===== src/vbiq_pkg.sv =====
// Shared types, constants and weight tables for the block inverse quantiser.
package vbiq_pkg;

  localparam int unsigned BlockLen      = 64;
  localparam int unsigned PosW          = 6;
  localparam logic [PosW-1:0] LastPos   = 6'd63;
  localparam logic [3:0] MaxPixelBits   = 4'd12;
  localparam logic [3:0] ResetPixelBits = 4'd8;
  localparam logic [3:0] SatShift       = 4'd3;
  localparam int unsigned IntraShift    = 3;
  localparam int unsigned InterShift    = 4;
  localparam int unsigned ProdW         = 18;
  localparam int unsigned DefQueueDepth = 4;
  localparam int unsigned CfgIdxW       = 1;
  localparam int unsigned CfgDataW      = 4;

  typedef enum logic [CfgIdxW-1:0] {
    CFG_MATRIX_MODE = 1'b0,
    CFG_PIXEL_BITS  = 1'b1
  } cfg_reg_e;

  typedef enum logic [1:0] {
    KIND_DC,
    KIND_H263,
    KIND_MAT_INTRA,
    KIND_MAT_INTER
  } kind_e;

  typedef struct packed {
    logic signed [11:0] coeff;
    logic [4:0]         quantizer;
    logic               is_intra;
    logic [5:0]         dc_scale;
  } vbiq_in_t;

  typedef struct packed {
    logic signed [15:0] value;
    logic [PosW-1:0]    position;
    logic               block_end;
  } vbiq_out_t;

  // one classified coefficient on its way from front to back
  typedef struct packed {
    kind_e            kind;
    logic [ProdW-1:0] prod;
    logic             neg;
    logic             zero;
    logic [4:0]       quantizer;
    logic             mismatch_en;
    logic [PosW-1:0]  position;
  } vbiq_work_t;

  localparam logic [5:0] WeightIntra [BlockLen] = '{
    6'd8,  6'd17, 6'd18, 6'd19, 6'd21, 6'd23, 6'd25, 6'd27,
    6'd17, 6'd18, 6'd19, 6'd21, 6'd23, 6'd25, 6'd27, 6'd28,
    6'd20, 6'd21, 6'd22, 6'd23, 6'd24, 6'd26, 6'd28, 6'd30,
    6'd21, 6'd22, 6'd23, 6'd24, 6'd26, 6'd28, 6'd30, 6'd32,
    6'd22, 6'd23, 6'd24, 6'd26, 6'd28, 6'd30, 6'd32, 6'd35,
    6'd23, 6'd24, 6'd26, 6'd28, 6'd30, 6'd32, 6'd35, 6'd38,
    6'd25, 6'd26, 6'd28, 6'd30, 6'd32, 6'd35, 6'd38, 6'd41,
    6'd27, 6'd28, 6'd30, 6'd32, 6'd35, 6'd38, 6'd41, 6'd45
  };

  localparam logic [5:0] WeightInter [BlockLen] = '{
    6'd16, 6'd17, 6'd18, 6'd19, 6'd20, 6'd21, 6'd22, 6'd23,
    6'd17, 6'd18, 6'd19, 6'd20, 6'd21, 6'd22, 6'd23, 6'd24,
    6'd18, 6'd19, 6'd20, 6'd21, 6'd22, 6'd23, 6'd24, 6'd25,
    6'd19, 6'd20, 6'd21, 6'd22, 6'd23, 6'd24, 6'd26, 6'd27,
    6'd20, 6'd21, 6'd22, 6'd23, 6'd25, 6'd26, 6'd27, 6'd28,
    6'd21, 6'd22, 6'd23, 6'd24, 6'd26, 6'd27, 6'd28, 6'd30,
    6'd22, 6'd23, 6'd24, 6'd26, 6'd27, 6'd28, 6'd30, 6'd31,
    6'd23, 6'd24, 6'd25, 6'd27, 6'd28, 6'd30, 6'd31, 6'd33
  };

endpackage


===== src/vbiq_front.sv =====
// Front end: takes coefficients, tracks position, classifies and forms the first product.
module vbiq_front
  import vbiq_pkg::*;
(
  input  logic       clk_i,
  input  logic       rst_ni,
  input  logic       matrix_mode_i,
  input  logic       in_valid_i,
  output logic       in_ready_o,
  input  vbiq_in_t   in_data_i,
  input  logic       full_i,
  output logic       push_o,
  output vbiq_work_t push_data_o
);

  logic [PosW-1:0]    coeff_index_q, coeff_index_d;
  logic               in_fire;
  logic signed [12:0] coeff_ext;
  logic [12:0]        mag;
  logic [12:0]        oper_a;
  logic [5:0]         oper_b;
  logic [18:0]        prod_full;
  kind_e              kind;

  assign in_ready_o = !full_i;
  assign in_fire    = in_valid_i && !full_i;
  assign push_o     = in_fire;

  always_comb begin
    coeff_ext = 13'(in_data_i.coeff);
    mag       = coeff_ext[12] ? 13'(-coeff_ext) : 13'(coeff_ext);

    priority if (in_data_i.is_intra && coeff_index_q == '0) begin
      kind = KIND_DC;
    end else if (!matrix_mode_i) begin
      kind = KIND_H263;
    end else if (in_data_i.is_intra) begin
      kind = KIND_MAT_INTRA;
    end else begin
      kind = KIND_MAT_INTER;
    end

    unique case (kind)
      KIND_DC: begin
        oper_a = mag;
        oper_b = in_data_i.dc_scale;
      end
      KIND_H263: begin
        oper_a = mag;
        oper_b = 6'(in_data_i.quantizer);
      end
      KIND_MAT_INTRA: begin
        oper_a = mag;
        oper_b = WeightIntra[coeff_index_q];
      end
      default: begin
        // 2|c|+1 for inter weighting; |c| of 2048 still fits in 13 bits
        oper_a = 13'({mag, 1'b1});
        oper_b = WeightInter[coeff_index_q];
      end
    endcase

    prod_full = 19'(oper_a) * 19'(oper_b);

    push_data_o.kind        = kind;
    push_data_o.prod        = prod_full[ProdW-1:0];
    push_data_o.neg         = in_data_i.coeff[11];
    push_data_o.zero        = (in_data_i.coeff == '0);
    push_data_o.quantizer   = in_data_i.quantizer;
    push_data_o.mismatch_en = matrix_mode_i && !in_data_i.is_intra;
    push_data_o.position    = coeff_index_q;
  end

  // wraps from last position to zero on its own
  assign coeff_index_d = in_fire ? coeff_index_q + 1'b1 : coeff_index_q;

  always_ff @(posedge clk_i or negedge rst_ni) begin
    if (!rst_ni) begin
      coeff_index_q <= '0;
    end else begin
      coeff_index_q <= coeff_index_d;
    end
  end

endmodule


===== src/vbiq_fifo.sv =====
// Short register queue between front and back ends.
module vbiq_fifo
  import vbiq_pkg::*;
#(
  parameter int unsigned Depth = DefQueueDepth
) (
  input  logic       clk_i,
  input  logic       rst_ni,
  input  logic       push_i,
  input  vbiq_work_t push_data_i,
  input  logic       pop_i,
  output vbiq_work_t pop_data_o,
  output logic       full_o,
  output logic       empty_o
);

  localparam int unsigned PtrW = (Depth > 1) ? $clog2(Depth) : 1;
  localparam int unsigned CntW = $clog2(Depth + 1);

  vbiq_work_t      mem_q [Depth];
  logic [PtrW-1:0] wr_ptr_q, wr_ptr_d, rd_ptr_q, rd_ptr_d;
  logic [CntW-1:0] count_q, count_d;

  assign full_o     = (count_q == CntW'(Depth));
  assign empty_o    = (count_q == '0);
  assign pop_data_o = mem_q[rd_ptr_q];

  always_comb begin
    wr_ptr_d = wr_ptr_q;
    rd_ptr_d = rd_ptr_q;
    if (push_i) begin
      wr_ptr_d = (wr_ptr_q == PtrW'(Depth - 1)) ? '0 : wr_ptr_q + 1'b1;
    end
    if (pop_i) begin
      rd_ptr_d = (rd_ptr_q == PtrW'(Depth - 1)) ? '0 : rd_ptr_q + 1'b1;
    end
    unique case ({push_i, pop_i})
      2'b10:   count_d = count_q + 1'b1;
      2'b01:   count_d = count_q - 1'b1;
      default: count_d = count_q;
    endcase
  end

  always_ff @(posedge clk_i) begin
    if (push_i) begin
      mem_q[wr_ptr_q] <= push_data_i;
    end
  end

  always_ff @(posedge clk_i or negedge rst_ni) begin
    if (!rst_ni) begin
      wr_ptr_q <= '0;
      rd_ptr_q <= '0;
      count_q  <= '0;
    end else begin
      wr_ptr_q <= wr_ptr_d;
      rd_ptr_q <= rd_ptr_d;
      count_q  <= count_d;
    end
  end

  a_no_push_when_full: assert property (@(posedge clk_i) disable iff (!rst_ni)
    push_i |-> !full_o)
    else $error("queue written while full");

  a_no_pop_when_empty: assert property (@(posedge clk_i) disable iff (!rst_ni)
    pop_i |-> !empty_o)
    else $error("queue read while empty");

  a_count_in_range: assert property (@(posedge clk_i) disable iff (!rst_ni)
    count_q <= CntW'(Depth))
    else $error("queue count beyond depth");

  a_push_only_fills: assert property (@(posedge clk_i) disable iff (!rst_ni)
    (push_i && !pop_i) |=> !empty_o)
    else $error("queue empty after lone write");

endmodule


===== src/vbiq_back.sv =====
// Back end: second product, sign, saturation, parity and mismatch control, output register.
module vbiq_back
  import vbiq_pkg::*;
(
  input  logic       clk_i,
  input  logic       rst_ni,
  input  logic [3:0] pixel_bits_i,
  input  logic       empty_i,
  input  vbiq_work_t work_i,
  output logic       pop_o,
  output logic       out_valid_o,
  input  logic       out_ready_i,
  output vbiq_out_t  out_data_o
);

  logic               out_valid_q, out_valid_d;
  logic               parity_q, parity_d;
  vbiq_out_t          out_data_q, out_data_d;
  logic [3:0]         pb;
  logic [24:0]        bound;
  logic signed [24:0] bound_hi, bound_lo;
  logic [22:0]        prod_q;
  logic signed [24:0] add_h263, mag_s, val, val_sat;
  logic [15:0]        bits;
  logic               parity;

  assign pop_o = !empty_i && (!out_valid_q || out_ready_i);

  always_comb begin
    pb       = (pixel_bits_i > MaxPixelBits) ? MaxPixelBits : pixel_bits_i;
    bound    = 25'(1) << (pb + SatShift);
    bound_hi = signed'(bound - 25'd1);
    bound_lo = -signed'(bound);

    prod_q   = 23'(work_i.prod) * 23'(work_i.quantizer);
    // q for odd q, q-1 for even q (q of zero gives minus one)
    add_h263 = work_i.quantizer[0] ? signed'(25'(work_i.quantizer))
                                   : signed'(25'(work_i.quantizer)) - 25'sd1;

    unique case (work_i.kind)
      KIND_DC:        mag_s = signed'(25'(work_i.prod));
      KIND_H263:      mag_s = signed'(25'(work_i.prod) << 1) + add_h263;
      KIND_MAT_INTRA: mag_s = signed'(25'(prod_q >> IntraShift));
      default:        mag_s = signed'(25'(prod_q >> InterShift));
    endcase

    val = work_i.zero ? '0 : (work_i.neg ? -mag_s : mag_s);

    priority if (val <= bound_lo) begin
      val_sat = bound_lo;
    end else if (val >= bound_hi) begin
      val_sat = bound_hi;
    end else begin
      val_sat = val;
    end

    bits   = val_sat[15:0];
    parity = ((work_i.position == '0) ? 1'b0 : parity_q) ^ bits[0];
    // mismatch control on the last coefficient of an inter matrix block
    if (work_i.position == LastPos && work_i.mismatch_en && !parity) begin
      bits[0] = ~bits[0];
    end

    out_data_d.value     = signed'(bits);
    out_data_d.position  = work_i.position;
    out_data_d.block_end = (work_i.position == LastPos);

    parity_d    = pop_o ? parity : parity_q;
    out_valid_d = pop_o ? 1'b1 : (out_ready_i ? 1'b0 : out_valid_q);
  end

  always_ff @(posedge clk_i or negedge rst_ni) begin
    if (!rst_ni) begin
      out_valid_q <= 1'b0;
      parity_q    <= 1'b0;
    end else begin
      out_valid_q <= out_valid_d;
      parity_q    <= parity_d;
    end
  end

  always_ff @(posedge clk_i) begin
    if (pop_o) begin
      out_data_q <= out_data_d;
    end
  end

  assign out_valid_o = out_valid_q;
  assign out_data_o  = out_data_q;

endmodule


===== src/video_block_inverse_quantizer_core.sv =====
// Top level of the 64-coefficient block inverse quantiser.
//
// Takes quantised coefficients of 8x8 blocks in raster order and returns one
// dequantised, saturated coefficient per input with its raster position and an
// end-of-block flag. Two methods are selectable by register: H.263 style
// (2q|c| + q, or q-1 for even q) and weighted matrix (default intra / inter
// tables). The DC of an intra block is always c * dc_scale. Results saturate to
// [-2^(pixel_bits+3), 2^(pixel_bits+3)-1], pixel_bits above 12 acting as 12.
// In inter matrix mode the LSB of the last coefficient is toggled when the sum
// of the block is even. Block framing is implicit: a position counter starts at
// zero after reset and wraps every 64 transfers, so blocks must not be cut
// short. Throughput is one coefficient per clock sustained while the output is
// not stalled; each result is held in the queue and then the output register.
// The front end forms the first product (magnitude times weight, quantiser or
// DC scaler) and writes a short queue; the back end takes the second product
// by the quantiser, saturation and parity into the output register, so either
// side may stall without losing a cycle while the queue has room.
// Configuration (register 0: matrix_mode, register 1: pixel_bits, reset 0 and
// 8) is always ready and must be written only while the block is idle.
module video_block_inverse_quantizer_core
  import vbiq_pkg::*;
#(
  parameter int unsigned QueueDepth = DefQueueDepth
) (
  input  logic                clk_i,
  input  logic                rst_ni,
  // configuration writes
  input  logic                cfg_valid_i,
  output logic                cfg_ready_o,
  input  logic [CfgIdxW-1:0]  cfg_index_i,
  input  logic [CfgDataW-1:0] cfg_data_i,
  // coefficient input
  input  logic                in_valid_i,
  output logic                in_ready_o,
  input  vbiq_in_t            in_data_i,
  // dequantised output
  output logic                out_valid_o,
  input  logic                out_ready_i,
  output vbiq_out_t           out_data_o
);

  logic       matrix_mode_q, matrix_mode_d;
  logic [3:0] pixel_bits_q, pixel_bits_d;

  logic       push, pop, full, empty;
  vbiq_work_t push_data, pop_data;

  // Configuration registers, one write per transfer
  assign cfg_ready_o = 1'b1;

  always_comb begin
    matrix_mode_d = matrix_mode_q;
    pixel_bits_d  = pixel_bits_q;
    if (cfg_valid_i) begin
      unique case (cfg_reg_e'(cfg_index_i))
        CFG_MATRIX_MODE: matrix_mode_d = cfg_data_i[0];
        CFG_PIXEL_BITS:  pixel_bits_d  = cfg_data_i[3:0];
        default:         matrix_mode_d = matrix_mode_q;
      endcase
    end
  end

  always_ff @(posedge clk_i or negedge rst_ni) begin
    if (!rst_ni) begin
      matrix_mode_q <= 1'b0;
      pixel_bits_q  <= ResetPixelBits;
    end else begin
      matrix_mode_q <= matrix_mode_d;
      pixel_bits_q  <= pixel_bits_d;
    end
  end

  // Front end: position tracking, classification, first product
  vbiq_front u_front (
    .clk_i         (clk_i),
    .rst_ni        (rst_ni),
    .matrix_mode_i (matrix_mode_q),
    .in_valid_i    (in_valid_i),
    .in_ready_o    (in_ready_o),
    .in_data_i     (in_data_i),
    .full_i        (full),
    .push_o        (push),
    .push_data_o   (push_data)
  );

  // Decoupling queue
  vbiq_fifo #(
    .Depth (QueueDepth)
  ) u_fifo (
    .clk_i       (clk_i),
    .rst_ni      (rst_ni),
    .push_i      (push),
    .push_data_i (push_data),
    .pop_i       (pop),
    .pop_data_o  (pop_data),
    .full_o      (full),
    .empty_o     (empty)
  );

  // Back end: second product, saturation, mismatch control, output register
  vbiq_back u_back (
    .clk_i        (clk_i),
    .rst_ni       (rst_ni),
    .pixel_bits_i (pixel_bits_q),
    .empty_i      (empty),
    .work_i       (pop_data),
    .pop_o        (pop),
    .out_valid_o  (out_valid_o),
    .out_ready_i  (out_ready_i),
    .out_data_o   (out_data_o)
  );

endmodule

===== config.mk =====
export PLATFORM = sky130hd
export DESIGN_NAME = video_block_inverse_quantizer_core
export DESIGN_NICKNAME = d
export VERILOG_FILES = /design/src/vbiq_pkg.sv /design/src/vbiq_front.sv /design/src/vbiq_fifo.sv /design/src/vbiq_back.sv /design/src/video_block_inverse_quantizer_core.sv
export SDC_FILE = /design/constraint.sdc
export NUM_CORES = 1
export LEC_CHECK = 0
export ABC_AREA = 0
export BUFFER_PORTS_ARGS = -buffer_cell sky130_fd_sc_hd__buf_2
export CAP_MARGIN = 10
export CELL_PAD_IN_SITES_DETAIL_PLACEMENT = 1
export CELL_PAD_IN_SITES_GLOBAL_PLACEMENT = 2
export CORE_ASPECT_RATIO = 0.6
export CORE_MARGIN = 2
export CORE_UTILIZATION = 45
export CTS_CLUSTER_SIZE = 14
export DETAILED_ROUTE_END_ITERATION = 8
export GPL_ROUTABILITY_DRIVEN = 0
export PLACE_DENSITY = 0.95
export SLEW_MARGIN = 15
export SYNTH_ARGS = -nofsm -noshare
export SYNTH_HDL_FRONTEND = slang
export SYNTH_SLANG_ARGS = --single-unit

===== constraint.sdc =====
create_clock -name clk_i -period 17.75 [get_ports clk_i]
set_clock_uncertainty 0.15 [all_clocks]
set_input_delay 3.55 -clock clk_i [delete_from_list [all_inputs] [get_ports clk_i]]
set_output_delay 3.55 -clock clk_i [all_outputs]
set_load 0.01 [all_outputs]

Word level (Yosys, flattened, before mapping)
Memories as Yosys holds them, arrays and structs flattened.
Cells that the tools add are included.
Operators by class
  bitwise gates (word level): 4
  reductions and logical operators: 23
  shift operators: 1
  muxes and demuxes: 26
  magnitude comparators: 4
  multipliers: 2
  add/sub/neg operators: 12
  equality and inequality tests: 10
Operator list (count)
  $mux W25: 3
  $pmux W25 S3: 1
  $neg A25 Y25: 2
  $mux W16: 2
  $mux W13: 2
  $add A20 B25 Y25: 1
  $ge A25 B25 Y1: 1
  $le A25 B25 Y1: 1
  $shl A1 B4 Y25 const A: 1
  $sub A25 B1 Y25 const B: 1
  $mux W6: 4
  $mul A18 B5 Y23: 1
  $mul A13 B6 Y18: 1
  $pmux W6 S3: 1
  $neg A12 Y13: 1
  $logic_not A12 Y1: 1
  $logic_not A6 Y1: 2
  $eq A2 B2 Y1 const B: 5
  $mux W2: 4
  $ge A7 B7 Y1 const B: 1
  $mux W1: 7
  $not A6 Y7: 1
  $add A6 B1 Y6 const B: 1
  $eq A2 B1 Y1 const B: 3
  20 further kinds: 34
Word-level totals
  memories kept: 3
  output and inout bits: 26
  memory bits (writable): 136
  flip-flop bits (word level): 43
  bits in read-only memories: 768
  input bits: 34
Memory list
  (no name shown): depth 64, width 6, rd ports 1, clocked after Yosys merged registers in 0, wr ports 0, RTL line vbiq_front.sv:54  | oper_b = WeightIntra[coeff_index_q];
  (no name shown): depth 64, width 6, rd ports 1, clocked after Yosys merged registers in 0, wr ports 0, RTL line vbiq_front.sv:59  | oper_b = WeightInter[coeff_index_q];
  u_fifo.mem_q: depth 4, width 34, rd ports 1, clocked after Yosys merged registers in 0, wr ports 1, RTL line vbiq_fifo.sv:20  | vbiq_work_t mem_q [Depth];

Longest topological paths before layout
Gate-level depths: netlist of run 1.
An unclocked memory read counts as a cell.
  depth in word-level cells: 15
  gate-level depth with buffers: 40
  depth with buffers taken out: 32

Modules after synthesis
From an unflattened synthesis of run 1, not the netlist that was laid out.
Unflattened totals
  cell total of the unflattened synthesis: 1947
  area total of the unflattened synthesis: 18642.9 um^2
Modules (own cells, without submodules)
  vbiq_back: area an instance 8560.7 um^2, cells each 1133, seq. area each 740.7 um^2, instances 1
  vbiq_fifo: area an instance 5378.9 um^2, cells each 216, seq. area each 4259.1 um^2, instances 1
  vbiq_front: area an instance 4481.8 um^2, cells each 584, seq. area each 150.1 um^2, instances 1
  video_block_inverse_quantizer_core: area an instance 221.5 um^2, cells each 14, seq. area each 126.4 um^2, instances 1

Worst setup path after synthesis of run 1
OpenSTA, ideal clock, no wires.
  kind: register to register
  start point: register u_fifo.rd_ptr_q[0]
  end point: register u_back.parity_q
  cell stages (with the launch flop): 39
  data arrival time: 9768 ps
  setup slack: 7628 ps
  period minus slack after synthesis: 10122 ps
  buffers on the path: 7
  data required time: 17396 ps
  library setup time: 204 ps
  cells stage by stage: dfrtp_1 > buf_6 > buf_2 > buf_2 > clkbuf_1 > mux4_2 > clkbuf_1 > clkbuf_1 > and2_1 > fa_1 > fa_1 > inv_1 > fa_1 > inv_1 > ha_1 > a21o_1 > a21o_1 > a221o_1 > [... 3 more ...] > a221o_1 > or4_4 > nor4_4 > a31oi_1 > a21o_1 > ha_1 > a21o_1 > a2111o_1 > a211oi_1 > o21ai_0 > a21oi_1 > a41oi_1 > o211a_1 > clkbuf_1 > and3_1 > a211oi_1 > mux2i_1 > a2bb2oi_1
On the way
  longest elaborated chain between the ends: 12
  elaborated cells between the ends (all ways): 19
  classes of those cells: add/sub (3); mul (1); order compare (2); eq/ne (2); mux (7); bitwise (1); reduce/logical (2); memory (1)
Ends and longest elaborated chain
  start: declaration: RTL line vbiq_fifo.sv:21  | logic [PtrW-1:0] wr_ptr_q, wr_ptr_d, rd_ptr_q, rd_ptr_d;
  start signal: assignment: RTL line vbiq_fifo.sv:57  | rd_ptr_q <= rd_ptr_d;
  $mem_v2 Z4 W34 (*)
  parallel branches: the longest is 10 deep, another holds $neg A25 Y25
  $xor A1 B1 Y1 (*): RTL line vbiq_back.sv:58  | parity = ((work_i.position == '0) ? 1'b0 : parity_q) ^ bits[0];
  end signal: assignment: RTL line vbiq_back.sv:78  | parity_q <= parity_d;
  end: declaration: RTL line vbiq_back.sv:17  | logic parity_q, parity_d;
Mark *: on every way between the ends.
A chain may end at the register's enable or synchronous reset.

Worst setup path in the final report of run 1
Same ends and word-level chain as after synthesis.

==> impl_metrics.env, run 1 <==
export IMPL_tritoncts="done"
export IMPL_htreeDepth=4
export IMPL_syn_inst=1862
export IMPL_port_buffers=58
export IMPL_grt_use_total_pct=28.3
export IMPL_crit_type="register to register"
export IMPL_cp_slowest_stage_delay_ns=0.83
export IMPL_netlist_area_um2=17700
export IMPL_root_buffer="clkbuf_16"
export IMPL_via_count=14700
export IMPL_drive_gt1_share_pct=9.36
export IMPL_grt_start_max_net_pins=45
export IMPL_relSlewSlack_pct=16.7
export IMPL_hpwl_um=43200
export IMPL_drv_cap=0
export IMPL_grt_pass1_wl_um=88500
export IMPL_synth_yosys_warnings=0
export IMPL_critPathMaxFanout=39
export IMPL_worst_pin_slew_ns=1.24
export IMPL_insertion_delay_ns=0.47
export IMPL_wl_met3_um=5100
export IMPL_final_common_cell="nand2_1"
export IMPL_clkTransAtPathRegs_ns=0.08
export IMPL_drtPass1Iterations=8
export IMPL_dr_max_layer_used="met5"
export IMPL_fp_dieW_um=260
export IMPL_wl_per_cell_um=23.3
export IMPL_timing_rr_start="u_fifo.rd_ptr_q[0]"
export IMPL_setup_viol=0
export IMPL_required_ns=17.95
export IMPL_ant_nets=0
export IMPL_nets=2154
export IMPL_cts_made_buffers=17
export IMPL_seq_area_frac_synth_pct=29.8
export IMPL_initial_utilization_pct=45.5
export IMPL_dieArea_um2=40900
export IMPL_rsz0062_at_grt="no"
export IMPL_die_y_um=158
export IMPL_cpMostUsedCell="a21o_1"
export IMPL_cts_setup_buffers=0
export IMPL_route_detailed_drc=0
export IMPL_fin_util_pct=49.0
export IMPL_clock_sinks=179
export IMPL_cts_resized=0
export IMPL_synth_edf_count=159
export IMPL_r2r_cells=32
export IMPL_slew_violations=0
export IMPL_wl_met1_um=26100
export IMPL_yosys_most_used_dff="edfxtp_1"
export IMPL_grt_pass1_vias=15300
export IMPL_period_share_pct=61.2
export IMPL_dr_wl_met2_um=23900
export IMPL_final_cell_mix="nand2_1, inv_1, edfxtp_1, ha_1, a21oi_1"
export IMPL_area_growth_pct=7.69
export IMPL_syn_area_per_cell_um2=9.49
export IMPL_placementRows=56
export IMPL_period_minus_slack_ns=10.87
export IMPL_hold_end="u_fifo.count_q[2]"
export IMPL_yosys_cell_types_count=79
export IMPL_grt_overflow=0
export IMPL_synthArstFlopShare_pct=11.2
export IMPL_hp_class="register to register"
export IMPL_num_io_pins=60
export IMPL_holdBufCountCts=0
export IMPL_antenna_found_initial=3
export IMPL_fin_setup_tns_ns=0
export IMPL_finalHoldViolations=0
export IMPL_cp_slowest_cell="mux4_2"
export IMPL_hold_depth=1
export IMPL_status="finished, final reports clean"
export IMPL_core_um2=38900
export IMPL_critPathLaunch="u_fifo.rd_ptr_q[0]"
export IMPL_ys_ff_latch=179
export IMPL_drt_iter0_drc=1315
export IMPL_end_kind="register"
export IMPL_critPathLaunchType="register"
export IMPL_critPathArrivalTime_ns=11.07
export IMPL_vias_per_cell=6.13
export IMPL_r2r_end="u_back.parity_q"
export IMPL_r2r_slack_ns=6.88
export IMPL_wl_um=56000
export IMPL_worstHoldStart="u_fifo.count_q[2]"
export IMPL_fmaxAchievable_mhz=92.0
export IMPL_cts_max_path_buffers=2
logic make-up (layout without fill, tap and decap cells):
group | count (synthesis) | after routing | share of synthesized area [%]
xor gates and xnor gates | 81 | 81 | 4.01
DFF | 179 | 179 | 29.8
AOI/OAI and AO/OA | 443 | 443 | 16.3
muxes | 68 | 68 | 6.33
other | 2 | 6 | 0.0425
and+or+nand+nor | 574 | 574 | 15.9
adders and majority gates | 252 | 252 | 21.8
buffers and inverters | 263 | 279 | 5.69
synthesized netlist by cell type (18+ instances only):
master | count | area (um2)
nand2_1 | 204 | 766
inv_1 | 171 | 642
edfxtp_1 | 159 | 4770
ha_1 | 158 | 1980
a21oi_1 | 121 | 606
nor2_1 | 106 | 398
fa_1 | 94 | 1880
o21ai_0 | 90 | 450
and2_1 | 84 | 526
clkbuf_1 | 73 | 274
xnor2_1 | 55 | 482
a21o_1 | 34 | 255
mux4_2 | 34 | 766
nand3_1 | 27 | 135
xor2_1 | 26 | 228
nand2b_1 | 25 | 156
nor2b_1 | 25 | 156
mux2i_1 | 23 | 230
nor3_1 | 22 | 110
dfrtp_1 | 19 | 475
o21a_1 | 19 | 143
o211ai_1 | 18 | 135
per-layer routing:
layer  GRT usage [%]  vias up
met5               0        -
met4            6.24        2
met3            6.65       46
met2            42.1      546
met1            41.7     7488
li1                -     6656
metrics by stage:
stage	hold WS [ns]	std cells	worst slack (ns)	area, um2
after detailed placement	0.359	2369	7.03	18400
after floorplan	0.314	1865	7.63	17700
after global placement	0.334	2369	7.33	18400
after CTS	0.369	2401	6.92	19000
final	0.372	2404	6.88	19000
after global routing	0.422	2403	6.38	19000
sequential cells by signal (all words and copies together), names as in the netlist:
signal                 cells
u_fifo.wr_ptr_q            2
u_fifo.rd_ptr_q            2
u_back.out_valid_o         1
u_front.coeff_index_q      6
u_back.parity_q            1
u_back.out_data_o         23
pixel_bits_q               4
matrix_mode_q              1
u_fifo.count_q             3
u_fifo.mem_q             136
how the worst max path moves through the flow:
stage                 endpoint  slack, ns  cells past startpoint
2_1_floorplan  u_back.parity_q       7.63                     38
3_3_place_gp   u_back.parity_q       7.33                     32
3_5_place_dp   u_back.parity_q       7.03                     32
4_1_cts        u_back.parity_q       6.92                     32
5_1_grt        u_back.parity_q       6.38                     32
6_report       u_back.parity_q       6.88                     32
critical path, delay by kind of cell (launching register included):
family / cells / cell delay, ns
compound gates: 17 / 4.31
mux: 2 / 1.09
fa+ha+maj: 5 / 2.15
buf+inv: 3 / 0.68
flops: 1 / 0.49
simple gates: 4 / 1.68
xor+xnor: 1 / 0.14
final cells by class:
type | count | area (um2)
multi-input combinational | 1423 | 11400
fill | 4425 | 19800
inverter | 173 | 649
timing repair buffer | 74 | 428
clock inverter | 13 | 124
sequential | 179 | 5280
antenna | 1 | 2.50
clock buffer | 19 | 475
tap | 522 | 653
Power of run 1 is not shown: default switching activity piles up to over one toggle a cycle in this logic, so the estimate is an artifact.
==> inputs of run 2 (changes only) <==
--- a/config.mk
+++ b/config.mk
@@ -12,11 +12,11 @@
 export CELL_PAD_IN_SITES_GLOBAL_PLACEMENT = 2
 export CORE_ASPECT_RATIO = 0.6
 export CORE_MARGIN = 2
-export CORE_UTILIZATION = 45
+export CORE_UTILIZATION = 38
 export CTS_CLUSTER_SIZE = 14
 export DETAILED_ROUTE_END_ITERATION = 8
 export GPL_ROUTABILITY_DRIVEN = 0
-export PLACE_DENSITY = 0.95
+export PLACE_DENSITY = 0.88
 export SLEW_MARGIN = 15
 export SYNTH_ARGS = -nofsm -noshare
 export SYNTH_HDL_FRONTEND = slang
==> constraint.sdc (replaced) <==
create_clock -name clk_i -period 9.7 [get_ports clk_i]
set_clock_uncertainty 0.15 [all_clocks]
set_input_delay 1.94 -clock clk_i [delete_from_list [all_inputs] [get_ports clk_i]]
set_output_delay 1.94 -clock clk_i [all_outputs]
set_load 0.01 [all_outputs]
==> impl_metrics.env, run 2 (synthesis results as in run 1) <==
export IMPL_hp_class="register to register"
export IMPL_largest_register="u_fifo.mem_q"
export IMPL_ant_nets=0
export IMPL_drtPass1Iterations=5
export IMPL_placedCellCount=2509
export IMPL_largest_register_ffs=136
export IMPL_fp_dieW_um=282
export IMPL_grt_pass1_vias=15100
export IMPL_finalHoldViolations=0
export IMPL_root_buffer="clkbuf_16"
export IMPL_critPathLaunchType="register"
export IMPL_critPathLaunch="u_fifo.rd_ptr_q[0]"
export IMPL_antenna_found_initial=2
export IMPL_required_ns=9.84
export IMPL_n_fill_cell=5316
export IMPL_period_share_pct=96.4
export IMPL_gr_max_usage_layer="met1"
export IMPL_fmaxAchievable_mhz=107
export IMPL_placementRows=61
export IMPL_period_minus_slack_ns=9.35
export IMPL_vias_per_cell=5.87
export IMPL_multi_input_area_um2=11500
export IMPL_slew_violations=0
export IMPL_grt_start_max_net_pins=51
export IMPL_worst_pin_slew_ns=1.29
export IMPL_fin_util_pct=42.5
export IMPL_setup_viol=0
export IMPL_wl_per_cell_um=23.0
export IMPL_timing_rr_start="u_fifo.rd_ptr_q[0]"
export IMPL_end_kind="register"
export IMPL_grt_use_total_pct=24.9
export IMPL_final_cell_mix="nand2_1, inv_1, edfxtp_1, ha_1, a21oi_1"
export IMPL_route_detailed_drc=0
export IMPL_core_um2=46100
export IMPL_grt_overflow=0
export IMPL_insertion_delay_ns=0.47
export IMPL_cp_slowest_stage_delay_ns=0.63
export IMPL_met3_usage_pct=5.26
export IMPL_cts_made_buffers=17
export IMPL_stdcell_count=2556
export IMPL_clkTransAtPathRegs_ns=0.08
export IMPL_num_io_pins=60
export IMPL_clock_sinks=179
export IMPL_nets=2199
export IMPL_crit_type="register to register"
export IMPL_n_antenna_cell=0
export IMPL_holdBufCountCts=0
export IMPL_use_met2_pct=33.8
export IMPL_critPathArrivalTime_ns=9.49
export IMPL_critPathMaxFanout=7
export IMPL_via_count=15000
export IMPL_tritoncts="done"
export IMPL_cts_max_path_buffers=2
export IMPL_drv_cap=0
export IMPL_grt_use_met1_pct=39.7
export IMPL_final_common_cell="nand2_1"
export IMPL_cp_slowest_cell="or4_4"
export IMPL_port_buffers=58
export IMPL_grt_pass1_wl_um=91200
export IMPL_area_growth_pct=10.9
export IMPL_ff_latch_area_um2=5280
export IMPL_htreeDepth=4
export IMPL_relSlewSlack_pct=12.9
export IMPL_hpwl_um=45800
export IMPL_dieArea_um2=48300
export IMPL_wl_um=58800
export IMPL_fin_setup_tns_ns=0
export IMPL_worstHoldStart="u_fifo.count_q[2]"
export IMPL_drt_iter0_drc=1537
export IMPL_die_y_um=171
export IMPL_initial_utilization_pct=38.4
export IMPL_cpMostUsedCell="fa_1"
export IMPL_drive_gt1_share_pct=12.4
export IMPL_status="finished, final reports clean"
[run 2: final timing paths]
path	end	slack, ns	cells after the start
setup / recovery	u_back.parity_q	0.35	33
hold / removal	u_fifo.count_q[2]	0.39	1
setup reg to reg	u_back.parity_q	0.35	33
hold reg to reg	u_fifo.count_q[2]	0.39	1
max in group asynchronous	u_fifo.rd_ptr_q[0]	7.42	1
min in group asynchronous	u_fifo.count_q[1]	1.40	1
[run 2: repair_timing]
item	CTS	global route
pin swaps	0	5
endpoints found under the setup margin	6	17
buffers inserted	0	15
resized for setup	3	17
[run 2: critical path: cells and delay by family (launching register included)]
family	cells	cell delay, ns
compound gates	15	3.38
xor+xnor	1	0.12
fa+ha+maj	5	2.23
buf+inv	5	0.61
flops	1	0.47
mux	2	0.75
simple gates	5	1.44
[run 2: routing by layer]
layer | part of all wire, % | wire [um]
met1 | 50 | 29300
met2 | 40 | 23300
met3 | 9.1 | 5360
met4 | 1.3 | 764
met5 | 0.022 | 13
[run 2: through the flow]
| step | cell area [um2] | hold slack [ns] | setup slack [ns] |
|---|---|---|---|
| 4_1_cts | 19400 | 0.393 | 0.0360 |
| 3_5_place_dp | 18800 | 0.369 | -0.140 |
| 2_1_floorplan | 17700 | 0.314 | 0.0174 |
| 6_report | 19600 | 0.394 | 0.352 |
| 3_3_place_gp | 18800 | 0.336 | 0.0992 |
| 5_1_grt | 19600 | 0.422 | -0.0830 |
[run 2: area by class of cell]
cell class,instances,area share [%]
multi-input combinational,1423,58.7
sequential,179,27.0
tap,630,4.02
timing repair buffer,119,3.84
inverter,173,3.31
clock buffer,17,2.17
clock inverter,15,1.04
Power of run 2 is left out for the same reason.
==> inputs of run 3 (changes only) <==
--- a/config.mk
+++ b/config.mk
@@ -17,6 +17,7 @@
 export DETAILED_ROUTE_END_ITERATION = 8
 export GPL_ROUTABILITY_DRIVEN = 0
 export PLACE_DENSITY = 0.88
+export RECOVER_POWER = 25
 export SLEW_MARGIN = 15
 export SYNTH_ARGS = -nofsm -noshare
 export SYNTH_HDL_FRONTEND = slang
==> impl_metrics.env, run 3 (synthesis results as in run 1) <==
export IMPL_root_buffer="clkbuf_16"
export IMPL_drv_cap=1
export IMPL_initial_utilization_pct=38.4
export IMPL_cts_made_buffers=17
export IMPL_violations="capacitance limit, slew limit"
export IMPL_holdBufCountCts=0
export IMPL_route_detailed_drc=0
export IMPL_required_ns=9.84
export IMPL_setup_slack_ns=0.295
export IMPL_crit_type="register to register"
export IMPL_final_cell_mix="nand2_1, inv_1, edfxtp_1, ha_1, a21oi_1"
export IMPL_post_dp_cell_area_um2=18800
export IMPL_cp_slowest_cell="or4_4"
export IMPL_hp_class="register to register"
export IMPL_slew_violations=35
export IMPL_setup_viol=0
export IMPL_core_um2=46100
export IMPL_finalHoldViolations=0
export IMPL_fmaxAchievable_mhz=106
export IMPL_grt_pass1_wl_um=91200
export IMPL_htreeDepth=4
export IMPL_grt_start_max_net_pins=51
export IMPL_end_kind="register"
export IMPL_grt_pass1_vias=15100
export IMPL_tritoncts="done"
export IMPL_placementRows=61
export IMPL_vias_per_cell=5.86
export IMPL_worst_pin_slew_ns=1.61
export IMPL_grt_use_total_pct=24.9
export IMPL_period_share_pct=97.0
export IMPL_nets=2199
export IMPL_drt_iter0_drc=1566
export IMPL_clock_sinks=179
export IMPL_dieArea_um2=48300
export IMPL_placedCellCount=2509
export IMPL_insertion_delay_ns=0.47
export IMPL_area_growth_pct=10.8
export IMPL_pre_cts_slack_ns=-0.140
export IMPL_n_fill_cell=5317
export IMPL_grt_overflow=0
export IMPL_n_antenna_cell=0
export IMPL_via_count=15000
export IMPL_critPathArrivalTime_ns=9.55
export IMPL_clkTransAtPathRegs_ns=0.08
export IMPL_relSlewSlack_pct=-7.30
export IMPL_antenna_found_initial=2
export IMPL_design_area_um2=19600
export IMPL_largest_register="u_fifo.mem_q"
export IMPL_largest_register_ffs=136
export IMPL_num_io_pins=60
export IMPL_drive_gt1_share_pct=12.2
export IMPL_drtPass1Iterations=6
export IMPL_port_buffers=58
export IMPL_fp_dieW_um=282
export IMPL_final_common_cell="nand2_1"
export IMPL_wl_um=58900
export IMPL_wl_per_cell_um=23.0
export IMPL_ant_nets=0
export IMPL_critPathLaunchType="register"
export IMPL_cts_max_path_buffers=2
export IMPL_period_minus_slack_ns=9.40
export IMPL_cp_slowest_stage_delay_ns=0.64
export IMPL_critPathMaxFanout=11
export IMPL_status="complete, but fails checks"
export IMPL_hpwl_um=45800
export IMPL_die_y_um=171
export IMPL_stdcell_count=2556
export IMPL_fin_util_pct=42.5
-- run 3: layer usage --
layer / up-vias / global-route usage [%] / wire length [um]
met3: 42 / 5.26 / 5380
met4: 2 / 5.06 / 757
met5: - / 0 / 13
li1: 6740 / - / -
met2: 596 / 33.8 / 23500
met1: 7610 / 39.7 / 29200
-- run 3: final timing paths --
check / startpoint / end / slack, ns / depth (start not counted)
worst max-delay path: u_fifo.rd_ptr_q[0] / u_back.parity_q / 0.30 / 33
max in group asynchronous: rst_ni / u_fifo.rd_ptr_q[0] / 7.41 / 1
worst max register to register: u_fifo.rd_ptr_q[0] / u_back.parity_q / 0.30 / 33
worst min register to register: u_fifo.count_q[2] / u_fifo.count_q[2] / 0.39 / 1
min in group asynchronous: rst_ni / u_fifo.wr_ptr_q[0] / 1.41 / 1
worst min-delay path: u_fifo.count_q[2] / u_fifo.count_q[2] / 0.39 / 1
-- run 3: through the flow --
step           TNS (ns)  hold WS (ns)
2_1_floorplan         0         0.314
5_1_grt          -0.127         0.422
6_report              0         0.393
4_1_cts               0         0.393
3_3_place_gp          0         0.336
3_5_place_dp     -0.180         0.369
-- run 3: critical path, delay by kind of cell (launching register included) --
kind	cells	cell delay, ns
xor+xnor	1	0.12
simple gates	5	1.35
fa+ha+maj	5	2.21
flops	1	0.47
mux	2	0.77
compound gates	15	3.32
buf+inv	5	0.81
-- run 3: what timing repair did --
item	CTS	global route
hold endpoints to repair	0	0
pin swaps	0	5
gates resized for setup	3	17
setup buffers	0	15
setup endpoints to repair	6	17
-- run 3: area by class of cell --
type	instances	area (um2)	share of cell area (%)
sequential	179	5280	27.0
multi-input combinational	1423	11500	58.7
clock inverter	15	204	1.04
timing repair buffer	119	739	3.77
clock buffer	17	425	2.17
tap	630	788	4.02
inverter	173	649	3.31
Power of run 3 is left out for the same reason.
